`config.mk`:
```
export PLATFORM = sky130hd
export DESIGN_NAME = lfsg_fifo
export DESIGN_NICKNAME = d
export VERILOG_FILES = /design/src/hdl/lfsg_fifo.sv
export SDC_FILE = /design/constraint.sdc
export NUM_CORES = 1
export LEC_CHECK = 0
export BUFFER_PORTS_ARGS = -buffer_cell sky130_fd_sc_hd__buf_2
export CORE_ASPECT_RATIO = 1.4
export CORE_MARGIN = 1
export CORE_UTILIZATION = 48
export DETAILED_ROUTE_END_ITERATION = 10
export PLACE_DENSITY_LB_ADDON = 0.2
export SLEW_MARGIN = 20
export SYNTH_ARGS = -nofsm -noshare
export SYNTH_HDL_FRONTEND = slang
export SYNTH_SLANG_ARGS = --single-unit
```
`constraint.sdc`:
```
create_clock -name clk_i -period 3.6 [get_ports clk_i]
set_input_delay 0.36 -clock clk_i [delete_from_list [all_inputs] [get_ports clk_i]]
set_output_delay 0.36 -clock clk_i [all_outputs]
set_load 0.1 [all_outputs]
```
`src/hdl/lfsg_fifo.sv`:
```
// ----------------------------------------------------------------------------
// lfsg_fifo
// Small flop based queue between the front and back end.
// ----------------------------------------------------------------------------
`default_nettype none

module lfsg_fifo #(
  parameter int Width = 8,
  parameter int Depth = 4
) (
  input  wire logic             clk_i,
  input  wire logic             rst_ni,
  input  wire logic             push_i,
  input  wire logic [Width-1:0] data_i,
  output logic                  full_o,
  input  wire logic             pop_i,
  output logic      [Width-1:0] data_o,
  output logic                  empty_o
);

  localparam int PtrW = (Depth > 1) ? $clog2(Depth) : 1;
  localparam int CntW = $clog2(Depth + 1);

  logic [Width-1:0] mem_q [Depth];
  logic [PtrW-1:0]  wr_ptr_q, wr_ptr_d;
  logic [PtrW-1:0]  rd_ptr_q, rd_ptr_d;
  logic [CntW-1:0]  count_q, count_d;
  logic             do_push, do_pop;

  assign full_o  = (count_q == CntW'(Depth));
  assign empty_o = (count_q == '0);
  assign do_push = push_i && !full_o;
  assign do_pop  = pop_i && !empty_o;
  assign data_o  = mem_q[rd_ptr_q];

  // Advance pointers and fill count
  always_comb begin
    wr_ptr_d = wr_ptr_q;
    rd_ptr_d = rd_ptr_q;
    count_d  = count_q;
    if (do_push) begin
      wr_ptr_d = (wr_ptr_q == PtrW'(Depth - 1)) ? '0 : wr_ptr_q + 1'b1;
    end
    if (do_pop) begin
      rd_ptr_d = (rd_ptr_q == PtrW'(Depth - 1)) ? '0 : rd_ptr_q + 1'b1;
    end
    if (do_push && !do_pop) begin
      count_d = count_q + 1'b1;
    end else if (do_pop && !do_push) begin
      count_d = count_q - 1'b1;
    end
  end

  always_ff @(posedge clk_i or negedge rst_ni) begin
    if (!rst_ni) begin
      wr_ptr_q <= '0;
      rd_ptr_q <= '0;
      count_q  <= '0;
    end else begin
      wr_ptr_q <= wr_ptr_d;
      rd_ptr_q <= rd_ptr_d;
      count_q  <= count_d;
    end
  end

  // Store pushed item
  always_ff @(posedge clk_i) begin
    if (do_push) begin
      mem_q[wr_ptr_q] <= data_i;
    end
  end

endmodule

`default_nettype wire

```
# == Yosys cells after proc, flatten, opt, wreduce, memory -nomap -nowiden ==
# Memories as Yosys holds them, arrays and structs flattened.
# Index checks and enable logic that the tools add are counted.
# totals
reg_bits,7
ram_bits,32
in_bits,12
out_inout_bits,10
memories,1
# classes
add_sub_neg,4
eq_ne,3
mux,6
reduce_logical,10
# mem_list
memory,depth,word_bits,rd,rd_clocked_by_memory_dff,write_ports,line_no,rtl
mem_q,4,8,1,0,1,24,logic [Width-1:0] mem_q [Depth];
# ops
op,n
$mux W3,2
$add A2 B1 Y2 const B,2
$eq A2 B2 Y1 const B,2
$logic_and A1 B1 Y1,4
$logic_not A1 Y1,4
$mux W2,2
$add A3 B1 Y3 const B,1
$eq A3 B3 Y1 const B,1
$logic_not A3 Y1,1
$sub A3 B1 Y3 const B,1
$mux W1,2
$reduce_bool A2 Y1,1

# == Logic depth before layout (Yosys ltp) ==
# logic_depth
word_depth,7
mapped_depth,9

# == Worst setup path before layout ==
# OpenSTA, ideal clock, no wires.
# synth_path
path_type,register -> register
from,register count_q[0]
to,register count_q[2]
t_arrival_ns,4.042
required_ns,3.521
slack_ns,-0.521
path_stages_with_launch,9
path_buffers,0
synth_period_minus_slack_ns,4.121
path_cell_list,dfrtp_1 > nor3_1 > nand2b_4 > ha_1 > inv_1 > fa_1 > xor2_1 > nor2_1 > xor2_1
# synth_via
elab_chain_len,6
elab_cells_between_ends,15
cone_classes,2 x add/sub; 1 x eq/ne; 2 x mux; 10 x reduce/logical
# synth_rtl
item,line_no,rtl
"start, declared",27,"logic [CntW-1:0] count_q, count_d;"
"start signal, assigned",62,count_q <= count_d;
$logic_not A3 Y1 *,31,assign empty_o = (count_q == '0);
named net empty_o,18,output logic empty_o
$logic_not A1 Y1 *,33,assign do_pop = pop_i && !empty_o;
$logic_and A1 B1 Y1 *,33,
$logic_not A1 Y1,47,if (do_push && !do_pop) begin
$logic_and A1 B1 Y1,47,
$mux W3 or $reduce_bool A2 Y1 (tied branches),--,
# Mark *: on every way through the listed nets, which the timed path passes. The rest lies on a longest branch. The select of a mux whose other input is x is not followed.
# A chain may end at the register's enable or synchronous reset.

# == Worst setup path in the final report ==
# layout_path
from,register rd_ptr_q[0]
to,output data_o[7]
# layout_via
elab_chain_len,1
# layout_rtl
item,line_no,rtl
"start, declared",26,"logic [PtrW-1:0] rd_ptr_q, rd_ptr_d;"
"start signal, assigned",61,rd_ptr_q <= rd_ptr_d;
$mem_v2 Z4 W8,--,
"end, declared",17,"output logic [Width-1:0] data_o,"
# No other way between the ends.

==> metrics.md <==
| Metric | Value |
|---|---|
| Status | `completed` |
| # clock sinks | `39` |
| Post-cts resize count | `0` |
| Antenna diode count | `0` |
| Vias in the first global route | `850` |
| IO Pins | `22` |
| CTS Buffer Depth | `2` |
| Slew Limit Fails | `0` |
| Via/cell ratio | `between 5 and 6` |
| Hold Fails Final Rpt | `0` |
| CP Class | `reg2out` |
| Setup crit end kind | `output port` |
| Final WL | `2280 microns` |
| Share of layout cells above drive strength 1 | `44.3%` |
| Drt first pass iters | `4` |
| Post-DRT Antenna Nets | `0` |
| Nets | `about 120` |
| RSZ-0062 raised after global routing | `no` |
| Most frequent cell after synthesis | `edfxtp_1` |
| Synth area leader | `edfxtp_1` |
| Non-Filler Instances | `145` |
| Skew-Pair Late Insertion Delay | `0.28 ns` |
| Gr ovfl total | `0` |
| Endpoints failing setup | `0` |
| Post-DP HPWL | `roughly 1700 microns` |
| Vias | `776` |
| IO buf count | `21` |
| Critical Path Fanout Max | `11` |
| First-pass GRT wire length | `3870 microns` |
| Sequential area share after synthesis | `between 70% and 80%` |
| Mapped Cells | `79` |
| TritonCTS buffer count | `5` |
| Critical path, cell by cell | `mux4_2, buf_2` |
| TNS Setup | `0 ns` |
| CP top delay family | `flip-flops` |
| Final worst-path cycle share | `61.9%` |
| Dpl cells | `136` |
| Synth unique cells | `19` |
| Synth top area cells | `edfxtp_1 59%, mux4_2 11%, dfrtp_1 11%` |
| Clk root buf | `clkbuf_8` |
| CTS tree | `yes` |
| # DRC | `0` |
| Core area | `about 3200 sq um` |
| Setup WS pre-CTS | `1.55 ns` |
| FFs w/ async S/R, synth | `17.9%` |
| Max-Cap Viols | `0` |
| Standard-cell row count | `24` |
| Post-Syn Area | `1620 sq um` |
| Hold Crit Class | `in2reg` |
| Most used DFF post-synth | `edfxtp_1` |
| CTS clk-pin slew, worst paths | `0.07 ns` |
| Antenna violations before repair | `0` |
| DRT iter0 DRCs | `6` |
| Worst Path Buf+Inv | `1` |
| Worst slew pin tran | `0.566 ns` |
| Area Overhead vs Synth | `14.1%` |
| Die Wd | `51.1 microns` |
| Die Y | `~70 microns` |
| CTS H-tree depth | `2` |
| Commonest cells in the netlist | `32 x edfxtp_1, 8 x mux4_2, 7 x dfrtp_1` |
| Top cell type's share of synthesized area | `59.3%` |
| #FFs+latches synth | `39` |
| Yosys Warn Count | `0` |
| Slowest CP cell | `dfrtp_1` |
| Starting Density | `between 50% and 60%` |
| Fin Clk Skew | `between 0.003 and 0.004 ns` |
| DR WL/cell | `15.7 microns` |
| Max transition margin | `62.3%` |
| Final GP Congestion | `0.633` |
| Final setup margin | `1.37 ns` |
| Post-synthesis area per instance | `20.5 sq um` |
| Min cycle time layout | `2.23 ns` |
| Worst stage delay on the critical path | `0.70 ns` |
| CP startpoint kind | `flop` |
| CP required | `3.24 ns` |
| Pin count of the biggest net entering global routing | `12` |
| Syn_nets | `98` |
| GRT Overall Usage | `roughly 16%` |
| DIE AREA | `3620 sq um` |
| Post-synth EDFFs | `32` |
| Filler cells | `259` |
| Highest clock rate | `around 450 MHz` |
| Critical path arrival | `1.87 ns` |
-- cell usage in the layout (no fill, tap or decap), types with 2 or more instances in the layout --
cell type	instances
ha_1	6
nor2_1	3
edfxtp_1	32
xor2_1	2
buf_2	21
inv_1	3
and2_2	4
mux4_2	8
dfrtp_1	7
clkbuf_8	5
clkinv_1	2
mux2_4	2
mux2_2	3
-- worst paths after layout --
| kind | start | end | slack, ns | depth (start not counted) |
|---|---|---|---|---|
| min | data_i[4] | mem_q[0][4]$_DFFE_PP_ | 0.29 | 1 |
| min reg2reg | count_q[2]$_DFFE_PN0P_ | count_q[2]$_DFFE_PN0P_ | 0.51 | 1 |
| max reg2reg | count_q[2]$_DFFE_PN0P_ | count_q[2]$_DFFE_PN0P_ | 1.55 | 8 |
| max | rd_ptr_q[0]$_DFFE_PN0P_ | data_o[7] | 1.37 | 2 |
| max in group asynchronous | rst_ni | wr_ptr_q[0]$_DFFE_PN0P_ | 3.00 | 2 |
| min in group asynchronous | rst_ni | count_q[0]$_DFFE_PN0P_ | 0.44 | 2 |
-- cell families after synthesis --
| family | after synthesis | share of synthesized area [%] |
|---|---|---|
| and+or+nand+nor | 11 | 5.41 |
| muxes | 13 | 15.1 |
| buffers and inverters | 6 | 1.93 |
| DFF | 39 | 70.1 |
| adders and majority gates | 7 | 5.87 |
| xor gates and xnor gates | 3 | 1.62 |
-- cell type report --
cell class	instances	area, sq um	area share [%]
Sequential cell	39	1140	61.4
Multi-Input combinational cell	34	458	24.8
Timing Repair Buffer	22	115	6.22
Clock inverter	2	7.51	0.406
Tap cell	39	48.8	2.64
Inverter	3	11.3	0.609
Clock buffer	6	72.6	3.92
-- metrics by stage --
step / hold slack, ns / util, % / area [sq um]
5_1_grt: 0.288 / 58.7 / 1850
6_report: 0.292 / 58.7 / 1850
2_1_floorplan: 0.0644 / - / 1630
3_5_place_dp: 0.205 / 55.8 / 1760
3_3_place_gp: 0.203 / 55.8 / 1760
4_1_cts: 0.283 / 58.7 / 1850
-- sequential cells by signal, summed over array words and instances (netlist names) --
name,cells
count_q,3
wr_ptr_q,2
mem_q,32
rd_ptr_q,2
-- per-layer routing --
layer	share of wire, %	GRT usage (%)	up-vias	routed length [microns]
met4	2.4	10.2	0	54
li1	-	-	352	-
met3	5.2	3.87	5	119
met1	37	16.7	393	840
met5	0	0	-	0
met2	55	26.5	26	1260
-- timing repair --
action	4_1_cts	5_1_grt
hold endpoints to repair	7	0
hold buffers	1	0
endpoints found under the setup margin	0	0
setup buffers	0	0
Power is left out: the tool's default activity adds up to more than one toggle a clock period on the data nets, which glitch-free logic cannot reach.
