<file path="src/hdl/lfsg_pkg.sv">
// ----------------------------------------------------------------------------
// lfsg_pkg
// Shared types and constants of the LED frame sampler with color correction.
// ----------------------------------------------------------------------------
`default_nettype none

package lfsg_pkg;

  // Defaults of the top level parameters
  localparam int LedColumnsDef    = 16;
  localparam int LedRowsDef       = 16;
  localparam int MaxSourceSideDef = 4096;

  // Fixed widths of the configuration port
  localparam int CfgDataW  = 16;
  localparam int CfgIndexW = 3;

  // Queue depths
  localparam int MidDepth = 4;
  localparam int OutDepth = 8;

  // Register reset values
  localparam logic [12:0] SideRst   = 13'd64;
  localparam logic [15:0] GainRst   = 16'd256;
  localparam logic [8:0]  BrightMax = 9'd256;

  // Gamma table channel codes
  localparam logic [1:0] ChanRed   = 2'd0;
  localparam logic [1:0] ChanGreen = 2'd1;
  localparam logic [1:0] ChanBlue  = 2'd2;

  // Register indexes
  typedef enum logic [CfgIndexW-1:0] {
    RegSourceWidth  = 3'd0,
    RegSourceHeight = 3'd1,
    RegRedGain      = 3'd2,
    RegGreenGain    = 3'd3,
    RegBlueGain     = 3'd4,
    RegBrightness   = 3'd5
  } reg_index_e;

  // Color correction settings seen by the back end
  typedef struct packed {
    logic [15:0] red_gain;
    logic [15:0] green_gain;
    logic [15:0] blue_gain;
    logic [8:0]  brightness;
  } corr_cfg_t;

  // Work item between front and back end
  typedef struct packed {
    logic       is_load;
    logic [1:0] chan;
    logic [7:0] idx;
    logic [7:0] val;
    logic [7:0] red;
    logic [7:0] green;
    logic [7:0] blue;
    logic [7:0] pos;
    logic       last;
  } item_t;

  // Finished result
  typedef struct packed {
    logic [7:0] red;
    logic [7:0] green;
    logic [7:0] blue;
    logic [7:0] pos;
    logic       last;
  } out_t;

endpackage

`default_nettype wire

</file>
<file path="src/hdl/lfsg_cfg.sv">
// ----------------------------------------------------------------------------
// lfsg_cfg
// Configuration registers; derives the clamped frame size and cell size
// when a size register is written.
// ----------------------------------------------------------------------------
`default_nettype none

module lfsg_cfg #(
  parameter int LED_COLUMNS     = lfsg_pkg::LedColumnsDef,
  parameter int LED_ROWS        = lfsg_pkg::LedRowsDef,
  parameter int MAX_SOURCE_SIDE = lfsg_pkg::MaxSourceSideDef,
  localparam int SideW          = $clog2(MAX_SOURCE_SIDE + 1)
) (
  input  wire logic                              clk_i,
  input  wire logic                              rst_ni,
  input  wire logic                              cfg_write,
  input  wire logic [lfsg_pkg::CfgIndexW-1:0]    cfg_index,
  input  wire logic [lfsg_pkg::CfgDataW-1:0]     cfg_data,
  output logic      [SideW-1:0]                  width_o,
  output logic      [SideW-1:0]                  height_o,
  output logic      [SideW-1:0]                  cell_w_o,
  output logic      [SideW-1:0]                  cell_h_o,
  output lfsg_pkg::corr_cfg_t                    corr_o
);

  // Reciprocal constants: exact quotient for any SideW bit dividend
  localparam int ColShift = SideW + $clog2(LED_COLUMNS);
  localparam int RowShift = SideW + $clog2(LED_ROWS);
  localparam int ColRecW  = ColShift + 1;
  localparam int RowRecW  = RowShift + 1;
  localparam logic [ColRecW-1:0] ColRecip =
    ColRecW'(((64'd1 << ColShift) + 64'(LED_COLUMNS) - 64'd1) / 64'(LED_COLUMNS));
  localparam logic [RowRecW-1:0] RowRecip =
    RowRecW'(((64'd1 << RowShift) + 64'(LED_ROWS) - 64'd1) / 64'(LED_ROWS));

  localparam logic [SideW-1:0] SideRstW = SideW'(lfsg_pkg::SideRst);
  localparam logic [SideW-1:0] CellWRst = SideW'(32'(lfsg_pkg::SideRst) / LED_COLUMNS);
  localparam logic [SideW-1:0] CellHRst = SideW'(32'(lfsg_pkg::SideRst) / LED_ROWS);

  logic [SideW-1:0]         side_in;
  logic [SideW+ColRecW-1:0] col_prod;
  logic [SideW+RowRecW-1:0] row_prod;
  logic [SideW+ColRecW-1:0] col_quot;
  logic [SideW+RowRecW-1:0] row_quot;
  logic [8:0]               bright_in;

  lfsg_pkg::reg_index_e     index;

  assign index = lfsg_pkg::reg_index_e'(cfg_index);

  // Clamp written size to 1 .. MAX_SOURCE_SIDE
  always_comb begin
    logic [31:0] v;
    v = 32'(cfg_data[12:0]);
    if (v == 32'd0) begin
      v = 32'd1;
    end else if (v > 32'(MAX_SOURCE_SIDE)) begin
      v = 32'(MAX_SOURCE_SIDE);
    end
    side_in = v[SideW-1:0];
  end

  // Divide by the LED count through the reciprocal
  assign col_prod = (SideW+ColRecW)'(side_in) * (SideW+ColRecW)'(ColRecip);
  assign row_prod = (SideW+RowRecW)'(side_in) * (SideW+RowRecW)'(RowRecip);
  assign col_quot = col_prod >> ColShift;
  assign row_quot = row_prod >> RowShift;

  // Saturate brightness at full scale
  assign bright_in = (cfg_data[8:0] > lfsg_pkg::BrightMax) ? lfsg_pkg::BrightMax
                                                           : cfg_data[8:0];

  always_ff @(posedge clk_i or negedge rst_ni) begin
    if (!rst_ni) begin
      width_o           <= SideRstW;
      height_o          <= SideRstW;
      cell_w_o          <= CellWRst;
      cell_h_o          <= CellHRst;
      corr_o.red_gain   <= lfsg_pkg::GainRst;
      corr_o.green_gain <= lfsg_pkg::GainRst;
      corr_o.blue_gain  <= lfsg_pkg::GainRst;
      corr_o.brightness <= lfsg_pkg::BrightMax;
    end else if (cfg_write) begin
      unique case (index)
        lfsg_pkg::RegSourceWidth: begin
          width_o  <= side_in;
          cell_w_o <= col_quot[SideW-1:0];
        end
        lfsg_pkg::RegSourceHeight: begin
          height_o <= side_in;
          cell_h_o <= row_quot[SideW-1:0];
        end
        lfsg_pkg::RegRedGain:    corr_o.red_gain   <= cfg_data;
        lfsg_pkg::RegGreenGain:  corr_o.green_gain <= cfg_data;
        lfsg_pkg::RegBlueGain:   corr_o.blue_gain  <= cfg_data;
        lfsg_pkg::RegBrightness: corr_o.brightness <= bright_in;
        default: ;
      endcase
    end
  end

endmodule

`default_nettype wire

</file>
<file path="config.mk">
export PLATFORM = sky130hd
export DESIGN_NAME = lfsg_cfg
export DESIGN_NICKNAME = d
export VERILOG_FILES = /design/src/hdl/lfsg_pkg.sv /design/src/hdl/lfsg_cfg.sv
export SDC_FILE = /design/constraint.sdc
export NUM_CORES = 1
export LEC_CHECK = 0
export ABC_AREA = 1
export BUFFER_PORTS_ARGS = -buffer_cell sky130_fd_sc_hd__buf_2
export CAP_MARGIN = 20
export CORE_MARGIN = 2
export CORE_UTILIZATION = 52
export CTS_CLUSTER_SIZE = 16
export DETAILED_ROUTE_END_ITERATION = 12
export PLACE_DENSITY = 0.84
export SETUP_SLACK_MARGIN = 0.1
export SLEW_MARGIN = 10
export SYNTH_ARGS = -nofsm -noshare
export SYNTH_HDL_FRONTEND = slang
export SYNTH_SLANG_ARGS = --single-unit
</file>
<file path="constraint.sdc">
create_clock -name clk_i -period 1.9 [get_ports clk_i]
set_input_delay 0.095 -clock clk_i [delete_from_list [all_inputs] [get_ports clk_i]]
set_output_delay 0.095 -clock clk_i [all_outputs]
set_load 0.01 [all_outputs]
</file>
# Yosys cells after proc, flatten, opt, wreduce, memory -nomap -nowiden
# Cells that the tools add are included.
[classes]
n_div = 0
order_cmp = 2
n_mul = 0
shifts = 0
addsub = 0
eq_ne = 5
n_bitwise = 0
n_mux = 3
n_reduce_logical = 8
[ops]
columns = ["cell", "count"]
rows = [
  ["$mux 13", 2],
  ["$gt 13x13->1 const B", 1],
  ["$logic_not 13->1", 1],
  ["$reduce_and 2->1", 6],
  ["$gt 9x9->1 const B", 1],
  ["$mux 9", 1],
  ["$eq 3x2->1 const B", 2],
  ["$eq 3x3->1 const B", 2],
  ["$eq 3x1->1 const B", 1],
  ["$logic_not 3->1", 1],
]
[word_totals]
ram_bits = 0
latchBits = 0
mem_bits_ro = 0
memories = 0
regBits = 101
out_inout_bits = 109

# Depth between registers and ports, before layout
[logic_depth]
word_depth = 3
ltp_mapped = 8
ltp_nobuf = 7

# Worst setup path before layout
# Ideal clock, no wire load.
[synth_path]
path_type = "input to register"
startpoint = "input cfg_index[1] in the netlist's numbering"
endpoint = "register corr_o[10] in the netlist's numbering"
setup_time_ns = 0.132
t_required_ns = 1.768
path_buffers = 1
cell_stages = 5
t_arrival_ns = 0.684
setup_slack_ns = 1.085
cell_sequence = "nor2_1 > nand3_1 > clkbuf_1 > nand2_1 > o21ai_0"
[synth_via]
elab_chain_cells = 2
[synth_lines]
columns = ["item", "line", "rtl"]
rows = [
  ["start, declared", "lfsg_cfg.sv:17", "input wire logic [lfsg_pkg::CfgIndexW-1:0] cfg_index,"],
  ["$eq 3x3->1", "lfsg_cfg.sv:84", "unique case (index)"],
  ["$reduce_and 2->1 (no source line)", "-", ""],
  ["end, declared", "lfsg_cfg.sv:23", "output lfsg_pkg::corr_cfg_t corr_o"],
]
# No other way between the ends.
# A chain may end at the register's enable or synchronous reset.

# Worst setup path after layout
[layout_path]
startpoint = "input cfg_data[0] in the netlist's numbering"
endpoint = "register height_o[1]"
[layout_via]
elab_chain_cells = 3
elab_cells_between_ends = 4
cone_classes = "1 x order compare; 2 x mux; 1 x reduce/logical"
[layout_lines]
columns = ["item", "line", "rtl"]
rows = [
  ["start, declared", "lfsg_cfg.sv:18", "input wire logic [lfsg_pkg::CfgDataW-1:0] cfg_data,"],
  ["$gt 13x13->1", "lfsg_cfg.sv:57", "end else if (v > 32'(MAX_SOURCE_SIDE)) begin"],
  ["$mux 13", "lfsg_cfg.sv:57", ""],
  ["$mux 13 *", "lfsg_cfg.sv:55", "if (v == 32'd0) begin"],
  ["end signal, assigned", "lfsg_cfg.sv:76", "height_o <= SideRstW;"],
  ["end signal, assigned", "lfsg_cfg.sv:90", "height_o <= side_in;"],
  ["end, declared", "lfsg_cfg.sv:20", "output logic [SideW-1:0] height_o,"],
]
# Mark *: on every way between the ends. The rest lies on a longest branch, timed or not.

==> summary.md <==
| Metric | Value |
|---|---|
| Status | finished, final reports clean |
| Number of global-route vias before repair | 2,731 |
| Die Y-Extent | 85.5 um |
| Slew @ Worst Pin | 636 ps |
| Post-Synthesis Cells | 379 |
| Pwr Density | 1110 nW/um2 |
| Post-Route Utilization | 65.9% |
| Sequential share of the synthesized area | 60.4% |
| Yosys top cell area share | 55.8% |
| ANT nets after route | 0 |
| VDD IR max | 0.742 mV |
| Worst Setup Path Type | in2reg |
| Iteration count of the initial detailed-routing pass | 5 |
| Buffers added on ports | 122 |
| RSZ-0062 raised after global routing | no |
| Worst setup SP type | input pin |
| Area of the multi-input gates | 1020 um2 |
| Crit path DAT | 1920 ps |
| Final hold violation count | 0 |
| Clock Sink Count | 83 |
| Max Slew Vio Count | 0 |
| #FFs+latches synth | 83 |
| Total power | 4.68 mW |
| Relative slew margins | 57.6% |
| Number of H-tree levels | 3 |
| Dpl hpwl | 5.99 mm |
| Initial antenna violation count | 0 |
| Total number of vias | 2,932 |
| Initial core utilization | 54.0% |
| First-pass GRT wire length | 13.4 mm |
| Synth-to-Final Area Change | 22.0% |
| Post-DR wirelength/cell | 14.8 um |
| Clk Latency, worst-skew pair | 350 ps |
| Die Wd | 85.5 um |
| Tot GR Track Use | 24.0% |
| Layout cell share with drive strength beyond 1 | 31.4% |
| Clock-pin slew on the worst setup and hold paths | 80 ps |
| Grt ovf | 0 |
| CP endpoint kind | flip-flop |
| Die area | 7300 um2 |
| Clock root cell | clkbuf_8 |
| MaxCap Viol Count | 0 |
| Num CTS Buffers | 9 |
| Netlist cell types | 18 |
| Warning count from the yosys run | 0 |
| Post-CTS setup buffers | 0 |
| CP max FO | 20 |
| Register Area | 2080 um2 |
| Routability cong. | 0.851 |
| CTS Buffer Depth | 2 |
| Pin count of the biggest net entering global routing | 51 |
| Fin crit period | 1620 ps |
| Req. time, crit path | 2200 ps |
| Setup violations, final | 0 |
| F_max | 617 MHz |
| IO Pins | 131 |
| Placed instance area | 3960 um2 |
| Nets | 508 |
| Worst min-delay path class | in2reg |
| DR iter-0 viols | 262 |
| Static leakage power | 2.42 nW |
| Area contributors post-synth | dfrtp_1 (56%), nand2_1 (14%), o21ai_0 (7.5%), buf_4 (6.5%), dfstp_2 (4.6%) |
| Synth area leader | dfrtp_1 |
| Final setup TNS | 0 ps |
| Synthesized area per cell | 9.11 um2 |
| Final period util | 85.2% |
| Core area | 6390 um2 |
| Final WL | 8.39 mm |
| Filler cell count | 531 |
| Diode count | 0 |
| Cell Rows | 29 |
| Design area | 4210 um2 |
| CTS tree | built |
| Post-DR vias/cell | 5.16 |
| Drc violations | 0 |
| Worst Clk Skew | 0 ps |
| Mapped Area | 3450 um2 |
per-stage QoR:
stage | setup WS, ps | instances | hold WS, ps
floorplan | 1080 | 386 | -201
global placement | 557 | 550 | 145
detailed placement | 438 | 550 | 162
CTS | 312 | 568 | 12.8
global route | 105 | 568 | 30.8
finish | 280 | 568 | 20.0
layout by cell type (no fill, tap or decap):
cell type | synthesis | layout
nand2_1 | 131 | 131
buf_2 | 5 | 121
dfrtp_1 | 77 | 77
o21ai_0 | 52 | 52
nand3_1 | 28 | 28
inv_1 | 21 | 21
nor2_1 | 15 | 15
clkbuf_8 | 0 | 11
conb_1 | 1 | 8
dfstp_2 | 6 | 6
buf_4 | 30 | 6
nor2_4 | 2 | 2
inv_2 | 2 | 2
bufinv_16 | 0 | 2
dlygate4sd3_1 | 0 | 2
nand3b_1 | 1 | 1
o21a_1 | 1 | 1
o21ai_2 | 1 | 1
clkbuf_1 | 4 | 1
clkinvlp_4 | 0 | 1
clkinv_2 | 0 | 1
buf_12 | 0 | 1
timing repair:
item                      CTS  global route
hold buffers                2             0
hold endpoints to repair   44             0
gates resized for setup     0             0
layout make-up:
type	instances	share of cell area (%)
clock inverter	4	1.72
tap	77	2.29
multi-input combinational	239	24.3
clock buffer	12	3.68
inverter	23	2.05
sequential	83	49.5
timing repair buffer	130	16.4
critical path: stages:
cell and delay, ps:
dlygate4sd3_1 520, buf_2 140, nor2_1 150, inv_1 70, nor2_1 120, nand2_1 60
nand2_1 470, nand3_1 190, nand2_1 90
cell usage after synthesis:
cell and n:
nand2_1 131, dfrtp_1 77, o21ai_0 52, buf_4 30
nand3_1 28, inv_1 21, nor2_1 15, dfstp_2 6
buf_2 5, clkbuf_1 4, inv_2 2, nor2_4 2
buf_6 1, clkbuf_2 1, conb_1 1, nand3b_1 1
o21a_1 1, o21ai_2 1
cells by family after synthesis:
logic type             Yosys count  synth area share [%]
other                            1                 0.109
buffers and inverters           64                  10.7
and+or+nand+nor                177                  20.8
AOI/OAI and AO/OA               54                  8.01
DFF                             83                  60.4
metal layers:
| metal | track usage (%) | wire length (um) | vias up |
|---|---|---|---|
| li1 | - | - | 1371 |
| met1 | 31.1 | 3440 | 1412 |
| met2 | 38.0 | 4140 | 123 |
| met3 | 5.74 | 544 | 26 |
| met4 | 12.1 | 269 | 0 |
| met5 | 0 | 0 | - |
flip-flops by register name, summed over array words and instances, names as in the netlist:
name and flops:
corr_o 57, height_o 13, width_o 13
path summary, 6_finish.rpt:
kind / start / to / slack [ps] / cells after the start
max: cfg_data[0] / height_o[1]$_DFFE_PN0P_ / 280 / 9
min: cfg_data[13] / corr_o[54]$_DFFE_PN0P_ / 20 / 3
max reg2reg: corr_o[33]$_DFFE_PN1P_ / corr_o[33]$_DFFE_PN1P_ / 1150 / 2
min reg2reg: width_o[6]$_DFFE_PN1P_ / width_o[6]$_DFFE_PN1P_ / 480 / 2
max in group asynchronous: rst_ni / corr_o[37]$_DFFE_PN0P_ / 990 / 3
min in group asynchronous: rst_ni / height_o[12]$_DFFE_PN0P_ / 310 / 2
power breakdown:
part | total [mW] | switching (mW) | leakage (nW) | internal, mW
Sequential | 2.26 | 0.176 | 1.05 | 2.08
Clock | 1.42 | 0.614 | 0.113 | 0.810
Combinational | 0.994 | 0.592 | 1.26 | 0.402
Total | 4.68 | 1.38 | 2.42 | 3.30
(Power assumes the default switching activity.)
