**config.mk**
```make
export PLATFORM = sky130hd
export DESIGN_NAME = lfsg_front
export DESIGN_NICKNAME = d
export VERILOG_FILES = /design/src/hdl/lfsg_pkg.sv /design/src/hdl/lfsg_front.sv
export SDC_FILE = /design/constraint.sdc
export NUM_CORES = 1
export LEC_CHECK = 0
export BUFFER_PORTS_ARGS = -buffer_cell sky130_fd_sc_hd__buf_2
export CORE_MARGIN = 5
export CORE_UTILIZATION = 36
export CTS_BUF_LIST = sky130_fd_sc_hd__clkbuf_8
export DETAILED_ROUTE_END_ITERATION = 8
export SLEW_MARGIN = 25
export SYNTH_ARGS = -nofsm -noshare
export SYNTH_HDL_FRONTEND = slang
export SYNTH_SLANG_ARGS = --single-unit
```
**constraint.sdc**
```tcl
create_clock -name clk_i -period 3.3 [get_ports clk_i]
set_input_delay 0.495 -clock clk_i [delete_from_list [all_inputs] [get_ports clk_i]]
set_output_delay 0.495 -clock clk_i [all_outputs]
set_load 0.01 [all_outputs]
```
**src/hdl/lfsg_pkg.sv**
```systemverilog
// ----------------------------------------------------------------------------
// lfsg_pkg
// Shared types and constants of the LED frame sampler with color correction.
// ----------------------------------------------------------------------------
`default_nettype none

package lfsg_pkg;

  // Defaults of the top level parameters
  localparam int LedColumnsDef    = 16;
  localparam int LedRowsDef       = 16;
  localparam int MaxSourceSideDef = 4096;

  // Fixed widths of the configuration port
  localparam int CfgDataW  = 16;
  localparam int CfgIndexW = 3;

  // Queue depths
  localparam int MidDepth = 4;
  localparam int OutDepth = 8;

  // Register reset values
  localparam logic [12:0] SideRst   = 13'd64;
  localparam logic [15:0] GainRst   = 16'd256;
  localparam logic [8:0]  BrightMax = 9'd256;

  // Gamma table channel codes
  localparam logic [1:0] ChanRed   = 2'd0;
  localparam logic [1:0] ChanGreen = 2'd1;
  localparam logic [1:0] ChanBlue  = 2'd2;

  // Register indexes
  typedef enum logic [CfgIndexW-1:0] {
    RegSourceWidth  = 3'd0,
    RegSourceHeight = 3'd1,
    RegRedGain      = 3'd2,
    RegGreenGain    = 3'd3,
    RegBlueGain     = 3'd4,
    RegBrightness   = 3'd5
  } reg_index_e;

  // Color correction settings seen by the back end
  typedef struct packed {
    logic [15:0] red_gain;
    logic [15:0] green_gain;
    logic [15:0] blue_gain;
    logic [8:0]  brightness;
  } corr_cfg_t;

  // Work item between front and back end
  typedef struct packed {
    logic       is_load;
    logic [1:0] chan;
    logic [7:0] idx;
    logic [7:0] val;
    logic [7:0] red;
    logic [7:0] green;
    logic [7:0] blue;
    logic [7:0] pos;
    logic       last;
  } item_t;

  // Finished result
  typedef struct packed {
    logic [7:0] red;
    logic [7:0] green;
    logic [7:0] blue;
    logic [7:0] pos;
    logic       last;
  } out_t;

endpackage

`default_nettype wire

```
**src/hdl/lfsg_front.sv**
```systemverilog
// ----------------------------------------------------------------------------
// lfsg_front
// Accepts items, tracks the raster and LED cell position, and forwards
// table loads and cell center pixels to the back end queue.
// ----------------------------------------------------------------------------
`default_nettype none

module lfsg_front #(
  parameter int LED_COLUMNS     = lfsg_pkg::LedColumnsDef,
  parameter int LED_ROWS        = lfsg_pkg::LedRowsDef,
  parameter int MAX_SOURCE_SIDE = lfsg_pkg::MaxSourceSideDef,
  localparam int SideW          = $clog2(MAX_SOURCE_SIDE + 1)
) (
  input  wire logic             clk_i,
  input  wire logic             rst_ni,
  input  wire logic             push,
  output logic                  full,
  input  wire logic             action_i,
  input  wire logic             frame_start_i,
  input  wire logic [7:0]       pixel_red_i,
  input  wire logic [7:0]       pixel_green_i,
  input  wire logic [7:0]       pixel_blue_i,
  input  wire logic [1:0]       table_channel_i,
  input  wire logic [7:0]       table_index_i,
  input  wire logic [7:0]       table_value_i,
  input  wire logic [SideW-1:0] width_i,
  input  wire logic [SideW-1:0] height_i,
  input  wire logic [SideW-1:0] cell_w_i,
  input  wire logic [SideW-1:0] cell_h_i,
  output logic                  enq_o,
  output lfsg_pkg::item_t       item_o,
  input  wire logic             queue_full_i
);

  localparam int ColW = $clog2(LED_COLUMNS + 1);
  localparam int RowW = $clog2(LED_ROWS + 1);

  logic [SideW-1:0] src_col_q, src_col_d, src_row_q, src_row_d;
  logic [SideW-1:0] col_ph_q, col_ph_d, row_ph_q, row_ph_d;
  logic [ColW-1:0]  led_col_q, led_col_d;
  logic [RowW-1:0]  led_row_q, led_row_d;

  logic [SideW-1:0] sc, sr, cp, rp;
  logic [ColW-1:0]  lc;
  logic [RowW-1:0]  lr;
  logic             accept, is_pixel, emit;
  logic [31:0]      pos_full;

  assign full     = queue_full_i;
  assign accept   = push && !full;
  assign is_pixel = !action_i;

  // Clear position on frame start
  assign sc = frame_start_i ? '0 : src_col_q;
  assign sr = frame_start_i ? '0 : src_row_q;
  assign cp = frame_start_i ? '0 : col_ph_q;
  assign rp = frame_start_i ? '0 : row_ph_q;
  assign lc = frame_start_i ? '0 : led_col_q;
  assign lr = frame_start_i ? '0 : led_row_q;

  // Cell center test
  assign emit = (cell_w_i != '0) && (cell_h_i != '0) &&
                (lc < ColW'(LED_COLUMNS)) && (lr < RowW'(LED_ROWS)) &&
                (cp == (cell_w_i >> 1)) && (rp == (cell_h_i >> 1));

  assign pos_full = 32'(lr) * 32'(LED_COLUMNS) + 32'(lc);

  // Build queue item
  always_comb begin
    item_o.is_load = action_i;
    item_o.chan    = table_channel_i;
    item_o.idx     = table_index_i;
    item_o.val     = table_value_i;
    item_o.red     = pixel_red_i;
    item_o.green   = pixel_green_i;
    item_o.blue    = pixel_blue_i;
    item_o.pos     = pos_full[7:0];
    item_o.last    = (lc == ColW'(LED_COLUMNS - 1)) && (lr == RowW'(LED_ROWS - 1));
  end

  // Drop loads to the unused channel and pixels off the cell centers
  assign enq_o = accept && (is_pixel ? emit : (table_channel_i != 2'd3));

  // Advance raster position
  always_comb begin
    logic [SideW:0] sc_n, cp_n, sr_n, rp_n;
    logic [ColW-1:0] lc_n;
    logic [RowW-1:0] lr_n;
    sc_n = {1'b0, sc} + 1'b1;
    cp_n = {1'b0, cp} + 1'b1;
    sr_n = {1'b0, sr};
    rp_n = {1'b0, rp};
    lc_n = lc;
    lr_n = lr;
    if ((cell_w_i != '0) && (cp_n >= {1'b0, cell_w_i})) begin
      cp_n = '0;
      if (lc < ColW'(LED_COLUMNS)) begin
        lc_n = lc + 1'b1;
      end
    end
    if (sc_n >= {1'b0, width_i}) begin
      sc_n = '0;
      cp_n = '0;
      lc_n = '0;
      sr_n = {1'b0, sr} + 1'b1;
      rp_n = {1'b0, rp} + 1'b1;
      if ((cell_h_i != '0) && (rp_n >= {1'b0, cell_h_i})) begin
        rp_n = '0;
        if (lr < RowW'(LED_ROWS)) begin
          lr_n = lr + 1'b1;
        end
      end
      if (sr_n >= {1'b0, height_i}) begin
        sr_n = '0;
        rp_n = '0;
        lr_n = '0;
      end
    end
    if (cp_n >= (SideW+1)'(MAX_SOURCE_SIDE)) begin
      cp_n = '0;
    end
    if (rp_n >= (SideW+1)'(MAX_SOURCE_SIDE)) begin
      rp_n = '0;
    end
    src_col_d = sc_n[SideW-1:0];
    col_ph_d  = cp_n[SideW-1:0];
    src_row_d = sr_n[SideW-1:0];
    row_ph_d  = rp_n[SideW-1:0];
    led_col_d = lc_n;
    led_row_d = lr_n;
  end

  always_ff @(posedge clk_i or negedge rst_ni) begin
    if (!rst_ni) begin
      src_col_q <= '0;
      src_row_q <= '0;
      col_ph_q  <= '0;
      row_ph_q  <= '0;
      led_col_q <= '0;
      led_row_q <= '0;
    end else if (accept && is_pixel) begin
      src_col_q <= src_col_d;
      src_row_q <= src_row_d;
      col_ph_q  <= col_ph_d;
      row_ph_q  <= row_ph_d;
      led_col_q <= led_col_d;
      led_row_q <= led_row_d;
    end
  end

endmodule

`default_nettype wire

```
# --- Yosys cells after proc, flatten, opt, wreduce, memory -nomap -nowiden ---
# Index checks and enable logic that the tools add are counted.
word_totals:
  regBits: 62
  input_bits: 100
classes:
  add_sub_neg: 7
  magnitude_cmp: 8
  eq_ne: 5
  n_mux: 24
  reduce_logical: 15
op_table:
  columns: ["op", "count"]
  rows:
  - ["13-bit 2-to-1 mux", 9]
  - ["14-bit 2-to-1 mux", 5]
  - ["13-bit by 1-bit adder with 14-bit output (second input constant)", 4]
  - ["14-bit by 13-bit >= comparator with 1-bit output", 4]
  - ["5-bit 2-to-1 mux", 9]
  - ["14-bit by 13-bit >= comparator with 1-bit output (second input constant)", 2]
  - ["13-bit by 12-bit == test with 1-bit output", 2]
  - ["13-bit nonzero test", 2]
  - ["1-bit logical AND", 11]
  - ["5-bit by 1-bit adder with 5-bit output (second input constant)", 2]
  - ["5-bit by 4-bit == test with 1-bit output (second input constant)", 2]
  - ["5-bit < comparator (second input constant)", 2]
  - ["8-bit by 5-bit adder with 8-bit output", 1]
  - ["1-bit zero test", 2]
  - ["2-bit inequality test (second input constant)", 1]
  - ["1-bit 2-to-1 mux", 1]

# --- Logic depth before layout (Yosys ltp) ---
depth:
  depth_word: 9
  mapped_depth: 22

# --- Least setup slack after synthesis ---
# OpenSTA, ideal clock, no wires.
synth_path:
  kind: "input -> register"
  startpoint: "in frame_start_i"
  endpoint: "reg row_ph_q[6]"
  arrival_time_ns: 4.201
  required_time_ns: 3.169
  slack_ns: -1.032
  cell_stages: 22
  cell_sequence: "buf_6 > buf_2 > buf_1 > buf_2 > buf_1 > nor2b_1 > ha_1 > and3_1 > nand4_1 > nor2b_1 > xnor2_1 > nor2_1 > ha_1 > nand3_1 > nor4_1 > o311ai_0 > and2_1 > buf_2 > and4b_1 > buf_2 > a32oi_1 > o31ai_1"
synth_via:
  elab_chain_cells: 9
  word_cells_on_any_way: 15
  classes_between: "add/sub (3); order compare (4); mux (7); reduce/logical (1)"
synth_lines:
  columns: ["element", "line", "text"]
  rows:
  - ["from (decl)", "lfsg_front.sv:19", "input wire logic frame_start_i,"]
  - ["13-bit 2-to-1 mux", "lfsg_front.sv:57", "assign rp = frame_start_i ? '0 : row_ph_q;"]
  - ["13-bit by 1-bit adder with 14-bit output", "lfsg_front.sv:106", "rp_n = {1'b0, rp} + 1'b1;"]
  - ["14-bit by 13-bit >= comparator with 1-bit output", "lfsg_front.sv:107", "if ((cell_h_i != '0) && (rp_n >= {1'b0, cell_h_i})) begin"]
  - ["1-bit logical AND", "lfsg_front.sv:107", null]
  - ["14-bit 2-to-1 mux", "lfsg_front.sv:107", null]
  - ["14-bit 2-to-1 mux", "lfsg_front.sv:113", "if (sr_n >= {1'b0, height_i}) begin"]
  - ["14-bit 2-to-1 mux (*)", "lfsg_front.sv:101", "if (sc_n >= {1'b0, width_i}) begin"]
  - ["14-bit by 13-bit >= comparator with 1-bit output", "lfsg_front.sv:122", "if (rp_n >= (SideW+1)'(MAX_SOURCE_SIDE)) begin"]
  - ["13-bit 2-to-1 mux (*)", "lfsg_front.sv:122", null]
  - ["to (signal assigned)", "lfsg_front.sv:145", "row_ph_q <= row_ph_d;"]
  - ["to (decl)", "lfsg_front.sv:39", "logic [SideW-1:0] col_ph_q, col_ph_d, row_ph_q, row_ph_d;"]
# Every way passes the cells marked *; elsewhere a longest branch is shown, timed or not.
# A chain may end at the register's enable or synchronous reset.

# --- Final worst setup path ---
# Same ends and word-level chain as after synthesis.

==> impl_metrics.py <==
metrics = {
    "yosys": {
        "synth-warning-count": 0,
        "yosysTopAreaCell": "dfrtp_1",
        "synth_top_family_by_area": "simple AND/OR/NAND/NOR gates",
        "synth_fp_nets": 913,
        "syn_inst": 755,
        "synth_xor_area_share_pct": 7.91,
        "synth_cell_types": 73,
        "synth_area_um2": 6200,
        "synth.most_common_cell": "nand2_1",
        "muxShareOfSynthArea_pct": 0.323,
        "synth_compound_area_share_pct": 20.5,
        "synth_edf_count": 0,
        "yosysSeqAreaShare_pct": 25.0,
        "synth-async-reset-ratio_pct": 100,
        "ys.flop_type": "dfrtp_1",
        "yosys.area_share.simple_pct": 22.8,
        "synth_commonest_cells": "nand2_1 (68), nor2_1 (65), dfrtp_1 (62), ha_1 (58), inv_1 (58)",
        "yosysTopAreaCellShare_pct": 25.0,
        "synth_area_leaders": "dfrtp_1 (25%), ha_1 (12%), buf_4 (5.6%)",
        "syn_avg_cell_area_um2": 8.22,
        "synth-seq-cells": 62,
        "synth_adder_area_share_pct": 11.7,
    },
    "worst_setup_path": {
        "slowest_stage": "a221o_1",
        "cp-start-kind": "input port",
        "endpoint_kind": "flop",
        "worst-path-max-fanout": 6,
        "reg2reg_from": "src_col_q[1]$_DFFE_PN0P_",
        "cp-startpoint": "frame_start_i",
        "cpMostUsedCell": "buf_4",
        "crit_chain": "buf_12, buf_16, clkinv_8, nand4_4, nor4_4, buf_4, buf_4, xnor2_2, ha_1, a21o_1, a221o_1, a21oi_2, a21boi_2, o21ai_4, and4b_1, buf_6, a32oi_2, o31ai_1",
        "cpPeakStageDelay_ns": 0.35,
        "crit_required_ns": 3.56,
        "cp.arrival_ns": 3.62,
        "worstSetupPathType": "input port to flop",
    },
    "final_layout": {
        "final_net_count": 1069,
        "n_fill_cell": 1689,
        "layoutNonFillerInstCount": 1141,
        "areaGrowthSynthToFinish_pct": 32.7,
        "diodes": 0,
        "drive_gt1_share_pct": 34.5,
    },
    "place": {
        "dp.cells": 1091,
        "gp_routability_congestion": 0.857,
        "portBuffers": 73,
        "dp_hpwl_um": 13500,
    },
    "clock_network": {
        "cts.path.max_buffers": 2,
        "numCtsBuffers": 9,
        "htreeDepth": 3,
        "clk_pin_slew_ns": 0.08,
        "numClockSinks": 62,
        "root_buffer": "clkbuf_8",
        "cts_hold_buf": 0,
        "cts_tree": "done",
        "insertion_delay_ns": 0.36,
    },
    "global_route": {
        "grt_pass1_wl_um": 29200,
        "grt_pass1_vias": 5748,
        "grt_usage_pct": 18.0,
        "antenna_found_initial": 0,
        "grt_overflow_total": 0,
        "grt_max_degree": 43,
    },
    "sta": {
        "hold_viol_final": 0,
        "worst_pin_slew_ns": 0.869,
        "relSlewSlack_pct": 42.1,
        "holdWs_ns": 0.212,
        "setup_violations": 20,
        "fin_skew_ns": 0.00834,
        "slew_violations": 0,
        "fmax_mhz": 297,
        "finalWorstSetupSlack_ns": -0.0623,
        "fin_crit_ns": 3.36,
        "rsz0062_at_grt": "true",
        "period_share_pct": 102,
    },
    "routing": {
        "drc": 0,
        "vias_per_cell": 5.21,
        "routedWlPerCell_um": 16.0,
        "drtIter0Drc": 354,
        "ant_nets": 0,
        "vias": 5947,
        "drt_pre_antenna_iters": 4,
        "drt-total-wl_um": 18200,
    },
    "status": {
        "run_status": "finished, violations left",
        "failed_checks": "negative setup slack",
    },
    "floorplan": {
        "die-area_um2": 20000,
        "io_pins": 154,
        "rows": 48,
        "start_util_pct": 36.2,
        "dieHeight_um": 141,
        "core_um2": 17100,
        "die_width_um": 141,
    },
    "power_and_ir_drop": {
        "powerDensity_nw_per_um2": 256,
        "p_leak_nw": 3.98,
        "vdd_ir_drop_max_uv": 168,
        "finalPower_mw": 2.11,
    },
    "hold_path": {
        "min_path_type": "input port to async pin",
    },
    "job": {
        "drv_cap": 0,
    },
}
## layout make-up
type | instances | area (µm²) | share of cell area (%)
multi-input combinational | 554 | 4280 | 52.0
timing repair buffer | 223 | 1650 | 20.0
sequential | 62 | 1550 | 18.8
tap | 225 | 282 | 3.42
inverter | 61 | 241 | 2.93
clock buffer | 11 | 151 | 1.84
clock inverter | 5 | 81.3 | 0.988
## per-stage QoR
| stage | utilization (%) | setup slack, ns | TNS, ns | area [µm²] |
|---|---|---|---|---|
| after floorplan | - | -0.662 | -28.94 | 6290 |
| after global placement | 42.8 | -0.568 | -20.83 | 7330 |
| after detailed placement | 42.8 | -0.688 | -24.58 | 7330 |
| after CTS | 46.4 | -0.0411 | -0.519 | 7940 |
| after global routing | 48.1 | -0.286 | -10.50 | 8230 |
| final | 48.1 | -0.0623 | -0.748 | 8230 |
## logic make-up (layout without fill, tap and decap cells)
| kind of cell | count (synthesis) | count (layout) |
|---|---|---|
| AND/OR/NAND/NOR | 267 | 267 |
| AO/OA/AOI/OAI | 171 | 171 |
| buffers and inverters | 139 | 300 |
| flip-flops | 62 | 62 |
| adder cells (fa/ha/maj) | 58 | 58 |
| XOR/XNOR | 56 | 56 |
| multiplexers | 2 | 2 |
## cell usage in the layout, fill, tap and decap left out, drive strengths merged, types with 7 or more instances in the layout
cell / n
o31ai: 7
inv: 59
buf: 223
nand3: 23
a21oi: 20
nor4: 11
nand2b: 8
a21o: 9
and3: 10
a31oi: 12
clkbuf: 11
nor2: 65
nand4: 20
a22o: 27
nor3: 10
xor2: 21
xnor2: 35
o21ai: 43
nand2: 68
nor2b: 21
ha: 58
dfrtp: 62
## worst paths after layout
check                      slack (ns)  cells past startpoint                         to
max                             -0.06                     18    row_ph_q[6]$_DFFE_PN0P_
min                              0.21                      1    row_ph_q[5]$_DFFE_PN0P_
max reg2reg                     -0.05                     15   col_ph_q[10]$_DFFE_PN0P_
min reg2reg                      0.52                      1  src_row_q[11]$_DFFE_PN0P_
max in group asynchronous        2.45                      2   led_col_q[0]$_DFFE_PN0P_
min in group clk_i               0.52                      1  src_row_q[11]$_DFFE_PN0P_
## critical path: cells and delay by family
family	cells	cell delay [ns]
adders and majority gates	1	0.33
buffers and inverters	6	0.77
and+or+nand+nor	3	0.73
AOI/OAI and AO/OA	7	1.21
xor gates and xnor gates	1	0.08
## power by group
part,leakage [nW],switching [mW],internal [mW]
sequential,0.843,0.0233,0.790
combinational,3.02,0.267,0.234
clock,0.116,0.327,0.466
## metal layers
metal | vias to the layer above | part of all wire [%] | GRT usage [%]
met2 | 134 | 46 | 28.3
met3 | 20 | 5.0 | 3.27
li1 | 2976 | - | -
met4 | 0 | 1.5 | 4.23
met5 | - | 0 | 0
met1 | 2817 | 47 | 25.6
## state kept, by name (all words and copies together) (netlist names)
name / flops
row_ph_q: 13
led_col_q: 5
col_ph_q: 13
src_row_q: 13
src_col_q: 13
led_row_q: 5
## what timing repair did
item                       CTS  global route
setup endpoints to repair   44            58
resized for setup           46            40
gates cloned                 1             0
pin swaps                   41            38
buffers inserted            18            16
Power figures use the tool's default switching activity.
